### config.mk
export PLATFORM = sky130hd
export DESIGN_NAME = khs_ctrl
export DESIGN_NICKNAME = d
export VERILOG_FILES = /design/src/khs_pkg.sv /design/src/khs_ctrl.sv
export VERILOG_INCLUDE_DIRS = /design/src /design/src/src
export SDC_FILE = /design/constraint.sdc
export NUM_CORES = 1
export LEC_CHECK = 0
export CAP_MARGIN = 20
export CELL_PAD_IN_SITES_DETAIL_PLACEMENT = 0
export CELL_PAD_IN_SITES_GLOBAL_PLACEMENT = 1
export CORE_AREA = 5 5 42 44
export CTS_BUF_LIST = sky130_fd_sc_hd__clkbuf_8
export CTS_CLUSTER_SIZE = 40
export DETAILED_ROUTE_END_ITERATION = 8
export DIE_AREA = 0 0 47 49
export DONT_BUFFER_PORTS = 1
export GPL_ROUTABILITY_DRIVEN = 0
export GPL_TIMING_DRIVEN = 0
export PLACE_DENSITY_LB_ADDON = 0.05
export RECOVER_POWER = 50
export SLEW_MARGIN = 20
export SYNTH_ARGS = -nofsm -noshare
export SYNTH_HDL_FRONTEND = slang
export SYNTH_SLANG_ARGS = --single-unit
### constraint.sdc
create_clock -name clk -period 1.2 [get_ports clk]
set_input_delay 0.18 -clock clk [delete_from_list [all_inputs] [get_ports clk]]
set_output_delay 0.18 -clock clk [all_outputs]
set_load 0.01 [all_outputs]
### src/assert_macros.svh
// ----------------------------------------------------------------------------
// assert_macros.svh - shared assertion macros
// Concurrent assertion wrappers; they compile to nothing under synthesis.
// ----------------------------------------------------------------------------
`ifndef ASSERT_MACROS_SVH
`define ASSERT_MACROS_SVH

`ifndef SYNTHESIS
// property must hold at every clock edge outside reset
`define ASSERT_AT(label, clk, rst, prop) \
  label: assert property (@(posedge clk) disable iff (rst) (prop)) \
    else $error("%m: assertion failed");
// condition must never be true outside reset
`define ASSERT_NEVER(label, clk, rst, cond) \
  label: assert property (@(posedge clk) disable iff (rst) !(cond)) \
    else $error("%m: forbidden condition seen");
`else
`define ASSERT_AT(label, clk, rst, prop)
`define ASSERT_NEVER(label, clk, rst, cond)
`endif

`endif

### src/khs_pkg.sv
// ----------------------------------------------------------------------------
// khs_pkg - key hash set package
// Field widths, status codes, probe constants and control structs.
// ----------------------------------------------------------------------------
package khs_pkg;

  localparam int KEY_W    = 64;
  localparam int STATUS_W = 3;
  localparam int SLOT_W   = 12;
  localparam int COUNT_W  = 13;

  localparam logic [KEY_W-1:0] KEY_EMPTY = 64'd0;
  localparam logic [KEY_W-1:0] KEY_TOMB  = 64'd1;

  localparam logic OP_INSERT = 1'b0;
  localparam logic OP_REMOVE = 1'b1;

  localparam logic [STATUS_W-1:0] ST_INSERTED  = 3'd0;
  localparam logic [STATUS_W-1:0] ST_DUPLICATE = 3'd1;
  localparam logic [STATUS_W-1:0] ST_RESERVED  = 3'd2;
  localparam logic [STATUS_W-1:0] ST_REMOVED   = 3'd3;
  localparam logic [STATUS_W-1:0] ST_NOT_FOUND = 3'd4;
  localparam logic [STATUS_W-1:0] ST_FULL      = 3'd5;

  localparam int unsigned PROBE_MUL  = 73;
  localparam int unsigned PROBE_STEP = 5009;

  localparam logic [COUNT_W-1:0] THRESH_RESET = 13'd3072;

  // controller -> datapath
  typedef struct packed {
    logic load_item;
    logic start;
    logic probe;
    logic clear;
    logic load_out;
  } khs_cmd_t;

  // datapath -> controller
  typedef struct packed {
    logic reserved;
    logic hit;
    logic exhausted;
    logic clr_last;
  } khs_sts_t;

endpackage

### src/khs_ctrl.sv
// ----------------------------------------------------------------------------
// khs_ctrl - key hash set controller
// Sequences clear sweep, probe walk and result hand-off.
// ----------------------------------------------------------------------------
`include "assert_macros.svh"

module khs_ctrl import khs_pkg::*; (
  input  logic     clk,
  input  logic     rst,
  input  logic     in_valid,
  output logic     in_ready,
  output logic     out_valid,
  input  logic     out_ready,
  input  khs_sts_t sts,
  output khs_cmd_t cmd
);

  localparam logic [2:0] S_CLEAR = 3'd0;
  localparam logic [2:0] S_IDLE  = 3'd1;
  localparam logic [2:0] S_START = 3'd2;
  localparam logic [2:0] S_PROBE = 3'd3;
  localparam logic [2:0] S_DONE  = 3'd4;

  logic [2:0] state, state_next;
  logic       out_free;
  logic       probe_stop;

  assign out_free   = !out_valid || out_ready;
  assign in_ready   = (state == S_IDLE);
  assign probe_stop = sts.hit || sts.exhausted;

  always_comb begin
    state_next = state;
    cmd        = '0;
    case (state)
      S_CLEAR: begin
        cmd.clear = 1'b1;
        if (sts.clr_last) state_next = S_IDLE;
      end
      S_IDLE: begin
        if (in_valid) begin
          cmd.load_item = 1'b1;
          state_next    = S_START;
        end
      end
      S_START: begin
        cmd.start  = 1'b1;
        state_next = sts.reserved ? S_DONE : S_PROBE;
      end
      S_PROBE: begin
        cmd.probe = 1'b1;
        if (probe_stop) state_next = S_DONE;
      end
      S_DONE: begin
        if (out_free) begin
          cmd.load_out = 1'b1;
          state_next   = S_IDLE;
        end
      end
      default: begin
        state_next = S_IDLE;
      end
    endcase
  end

  always_ff @(posedge clk) begin
    if (rst) begin
      state     <= S_CLEAR;
      out_valid <= 1'b0;
    end else begin
      state <= state_next;
      if (cmd.load_out) begin
        out_valid <= 1'b1;
      end else if (out_ready) begin
        out_valid <= 1'b0;
      end
    end
  end

  `ASSERT_AT(a_accept_starts, clk, rst, (in_valid && in_ready) |=> (state == S_START))
  `ASSERT_AT(a_load_needs_room, clk, rst, cmd.load_out |-> out_free)
  `ASSERT_AT(a_probe_ends, clk, rst, (state == S_PROBE && probe_stop) |=> (state == S_DONE))

endmodule

==> flow_metrics.tcl, run 1 <==
set metrics [dict create \
    synth-xor-area-share_pct 0 \
    wl_um 828 \
    synth_top_area_share_pct 27.4 \
    diodes 0 \
    clk_pin_slew_ns 0.03 \
    power_switching_w 0.000370 \
    ys.flop_type "dfxtp_1" \
    finalCriticalPeriod_ns 1.32 \
    m1WireLength_um 345 \
    met3_length_um 108 \
    cts_tree "built" \
    ios 15 \
    drive_gt1_share_pct 53.3 \
    grt.overflow.total 0 \
    crit_fanout 5 \
    synth_area_leader_cell "dfxtp_1" \
    cp.arrival_ns 1.42 \
    hold_viol_final 0 \
    syn_area_um2 293 \
    netlist_top_cells_area "dfxtp_1, nor3b_1, a21oi_1" \
    first_iter_violations 5 \
    synth_cells 37 \
    grt_usage_pct 7.95 \
    clockRootBuffer "clkbuf_8" \
    relSlewSlack_pct 74.6 \
    final_max_slew_viol_count 0 \
    outcome "finished, violations left" \
    place_ws_ns -0.237 \
    critPathKind "flop to flop" \
    end_kind "flop" \
    grt_pass1_wl_um 1210 \
    antenna_found_initial 0 \
    clkPwrFrac_pct 25.9 \
    cts_sinks 4 \
    syn_nets 45 \
    setup_ws_ns -0.122 \
    yosys.cell_types.count 23 \
    skew_ns 0.00177 \
    failed_checks "negative setup slack" \
    core_area_um2 1400 \
    port_buffers 0 \
    synth-compound-area-share_pct 17.9 \
    power_frac_seq_pct 20.5 \
    critPathLaunchType "flop" \
    cts_max_level 1 \
    rows 14 \
    synth-edff-count 0 \
    fill_cells 152 \
    avgSynthCellArea_um2 7.91 \
    drcViolationCount 0 \
    grt_max_degree 8 \
    clk_latency_ns 0.21 \
    finalSetupViolCount 8 \
    fin_cells 61 \
    maxCapViolations 0 \
    die_h_um 49 \
    top_layer_used "met4" \
    max_freq_mhz 757 \
    synth_most_common_cell "dfxtp_1" \
    crit_required_ns 1.30 \
    p_per_area_nw_per_um2 2290 \
    fin_tns_setup_ns -0.492 \
    wl_per_cell_um 13.6 \
    internal_power_w 0.000718 \
    synth.area.mux_share_pct 7.26 \
    comb_power_share_pct 53.7 \
    rsz0062_at_grt "yes" \
    power_w 0.00109 \
    placed_cells 53 \
    synthToLayoutAreaGrowth_pct 62.0 \
    ir_worst_vdd_mv 0.901 \
    yosysSeqAreaShare_pct 27.4 \
    holdCritPathClass "input port to flop" \
    hpwl_um 614 \
    antenna_left 0 \
    leakagePower_nw 0.183 \
    synth_top_family_by_area "simple AND/OR/NAND/NOR gates" \
    start_util_pct 20.9 \
    yosys.area_share.simple_pct 38.5 \
    holdWs_ns 0.0234 \
    die_x_um 47 \
    firstDrtPassIters 2 \
    worst_pin_slew_ns 0.378 \
    async_flop_share_pct 0 \
    wl_met2_um 353 \
    grt_pass1_vias 272 \
    yosys-top-cells-count "dfxtp_1, a21oi_1, nand2_1, nor3b_1" \
    final_nets 55 \
    clk_path_buf_depth 2 \
    fin_crit_sh_pct 110 \
    synth_seq_cells 4 \
    switching_share_pct 34.0 \
    via_count 309 \
    die_area_um2 2300 \
    yosys.area_share.adder_pct 0 \
    viasPerCell 5.07 \
    yosys_warnings 0 \
    cts_buffers 3 \
]
-- timing repair --
| action | CTS | global route |
|---|---|---|
| setup endpoints to repair | 9 | 8 |
| resized for setup | 13 | 6 |
| hold buffers | 0 | 0 |
| pin swaps | 5 | 2 |
| buffers inserted | 3 | 2 |
-- cells by family after synthesis --
logic type / count (synthesis)
AOI/OAI and AO/OA: 8
buffers and inverters: 5
DFF: 4
and+or+nand+nor: 18
muxes: 2
-- per-stage QoR --
step | util [%] | instance area (um2)
after global placement | 23.2 | 325
after global routing | 33.8 | 474
final | 33.8 | 474
after CTS | 31.3 | 439
after floorplan | - | 305
after detailed placement | 23.2 | 325
-- power by group through the flow --
| stage | clock, W | sequential, W | combinational, W |
|---|---|---|---|
| after floorplan | 0 | 0.000191 | 0.000356 |
| after global placement | 0 | 0.000204 | 0.000411 |
| after detailed placement | 0 | 0.000202 | 0.000414 |
| after CTS | 0.000288 | 0.000208 | 0.000558 |
| after global routing | 0.000307 | 0.000234 | 0.000632 |
| final | 0.000281 | 0.000223 | 0.000584 |
-- sequential cells by signal, indices dropped and copies added (netlist names) --
register / count
state: 3
out_valid: 1
-- worst paths after layout --
path | to | slack, ns | from | cells past startpoint
worst max-delay path | state[1]$_SDFFE_PP0P_ | -0.12 | state[2]$_SDFFE_PP0P_ | 5
worst max register to register | state[1]$_SDFFE_PP0P_ | -0.12 | state[2]$_SDFFE_PP0P_ | 5
worst min register to register | out_valid$_SDFFE_PP0P_ | 0.57 | out_valid$_SDFFE_PP0P_ | 2
worst min-delay path | state[2]$_SDFFE_PP0P_ | 0.02 | rst | 1
-- final cells by class --
cell class / instances / area [um2] / area share, %
Inverter: 2 / 7.51 / 1.58
Buffer: 3 / 41.3 / 8.71
Tap cell: 16 / 20.0 / 4.22
Sequential cell: 4 / 86.3 / 18.2
Timing Repair Buffer: 5 / 50.0 / 10.6
Multi-Input combinational cell: 28 / 228 / 48.0
Clock buffer: 3 / 41.3 / 8.71
-- cell usage in the layout, fill, tap and decap left out --
cell,n
nand2b_1,1
inv_2,1
buf_6,1
or3b_1,1
a21oi_2,2
dfxtp_1,1
o21ai_0,1
buf_8,2
nor2b_2,1
dfxtp_4,1
inv_1,1
clkbuf_8,3
a41o_1,1
and2_4,1
nor3_1,2
nand2_1,3
buf_4,4
o21ai_1,1
nor2_1,2
mux2i_1,1
dfxtp_2,2
and3_4,2
mux2_2,1
nor3b_1,1
nor4bb_1,1
nor3b_4,2
o2111ai_1,1
a21oi_1,2
buf_12,1
nand4bb_1,1
-- layer usage --
layer	up-vias	track usage, %
met5	-	0
li1	152	-
met1	140	8.97
met3	4	5.17
met2	13	10.4
met4	0	5.53
-- critical path, cell delays in order (launching register included) --
cell,delay (ns)
dfxtp_2,0.30
buf_6,0.12
or3b_1,0.36
a21oi_2,0.18
nor2b_2,0.07
a41o_1,0.17
No activity file was read; power rests on OpenSTA's default activity.
==> inputs of run 2 (changes only) <==
CELL_PAD_IN_SITES_DETAIL_PLACEMENT = 1   (was 0)
==> flow_metrics.tcl, run 2 (synthesis results as in run 1) <==
set metrics [dict create \
    multi_input_area_um2 229 \
    final_nets 53 \
    drcViolationCount 0 \
    cp.arrival_ns 1.43 \
    crit_chain "or3b_1 > a21oi_2 > nor2b_4 > a41o_1" \
    largest_register_ffs 3 \
    leakagePower_nw 0.176 \
    clk_latency_ns 0.21 \
    via_count 307 \
    cts_tree "built" \
    rsz0062_at_grt "yes" \
    fin_crit_sh_pct 110 \
    first_iter_violations 2 \
    grt_pass1_vias 336 \
    crit_required_ns 1.30 \
    crit_family "simple AND/OR/NAND/NOR gates" \
    failed_checks "negative setup slack" \
    maxCapViolations 0 \
    critPathLaunchType "flop" \
    ir_worst_vdd_mv 0.611 \
    regArea_um2 87.6 \
    die_x_um 47 \
    skew_ns 0.00131 \
    hpwl_um 659 \
    firstDrtPassIters 2 \
    critPathKind "flop to flop" \
    antenna_left 0 \
    grt_pass1_wl_um 1370 \
    final_cell_mix "buf_4, nand2_1, clkbuf_8" \
    diodes 0 \
    cpMaxStageDelayCell "or3b_1" \
    end_kind "flop" \
    r2r_slack_ns -0.13 \
    grt_max_degree 8 \
    rows 14 \
    grt_usage_pct 8.23 \
    post-route-util_pct 31.8 \
    core_area_um2 1400 \
    top_register "state" \
    cts_sinks 4 \
    holdCritPathClass "input port to flop" \
    final_common_cell "buf_4" \
    wl_per_cell_um 15.1 \
    postCtsHoldBufs 0 \
    p_per_area_nw_per_um2 2420 \
    finalCriticalPeriod_ns 1.33 \
    power_w 0.00108 \
    cp_slowest_stage_delay_ns 0.40 \
    wl_um 892 \
    crit_fanout 7 \
    top_regs "state (3), out_valid (1)" \
    antenna_found_initial 0 \
    clk_path_buf_depth 2 \
    die_area_um2 2300 \
    cts_max_level 1 \
    path_buf_inv 0 \
    relSlewSlack_pct 74.5 \
    clk_pin_slew_ns 0.03 \
    die_h_um 49 \
    max_freq_mhz 755 \
    fill_cells 174 \
    drive_gt1_share_pct 51.2 \
    ios 15 \
    setup_ws_ns -0.125 \
    viasPerCell 5.20 \
    finalSetupViolCount 6 \
    grt.overflow.total 0 \
    worst_pin_slew_ns 0.380 \
    start_util_pct 20.9 \
    cts_buffers 3 \
    port_buffers 0 \
    final_max_slew_viol_count 0 \
    hold_viol_final 0 \
    outcome "finished, violations left" \
    synthToLayoutAreaGrowth_pct 52.1 \
    clockRootBuffer "clkbuf_8" \
]
## run 2: power by group
group	internal (W)	switching, W	leakage (nW)	total [W]
clock network	0.000213	0.0000648	0.0216	0.000278
logic	0.000313	0.000257	0.121	0.000569
registers	0.000180	0.0000512	0.0340	0.000231
## run 2: cell type report
| cell class | count | area share, % |
|---|---|---|
| clock buffer | 3 | 9.27 |
| inverter | 2 | 1.69 |
| sequential | 4 | 19.7 |
| tap | 16 | 4.49 |
| multi-input combinational | 28 | 51.4 |
| timing repair buffer | 4 | 6.74 |
| buffer | 2 | 6.74 |
## run 2: final timing paths
check / from / end / depth (start not counted)
max: state[2]$_SDFFE_PP0P_ / state[1]$_SDFFE_PP0P_ / 4
min: rst / state[2]$_SDFFE_PP0P_ / 1
max reg2reg: state[2]$_SDFFE_PP0P_ / state[1]$_SDFFE_PP0P_ / 4
min reg2reg: out_valid$_SDFFE_PP0P_ / out_valid$_SDFFE_PP0P_ / 2
## run 2: routing by layer
metal,vias to the layer above,global-route usage [%],wire (um)
met3,0,2.58,91
met4,0,4.15,0
met1,149,8.75,365
li1,147,-,-
met2,11,13.8,435
met5,-,0,0
## run 2: timing repair
item,CTS,global route
setup endpoints to repair,9,8
buffers inserted,4,0
pin swaps,3,4
gates resized for setup,12,8
## run 2: per-stage QoR
step           TNS, ns  instances  hold WS (ns)  instance area [um2]  setup WS [ns]
6_report        -0.454         59        0.0226                  445         -0.125
5_1_grt         -0.756         59        0.0210                  445         -0.157
4_1_cts         -0.672         60        0.0270                  438         -0.132
3_5_place_dp    -0.752         53         0.254                  325         -0.242
3_3_place_gp    -0.704         53         0.252                  325         -0.246
2_1_floorplan   -0.141         37         0.249                  305        -0.0707
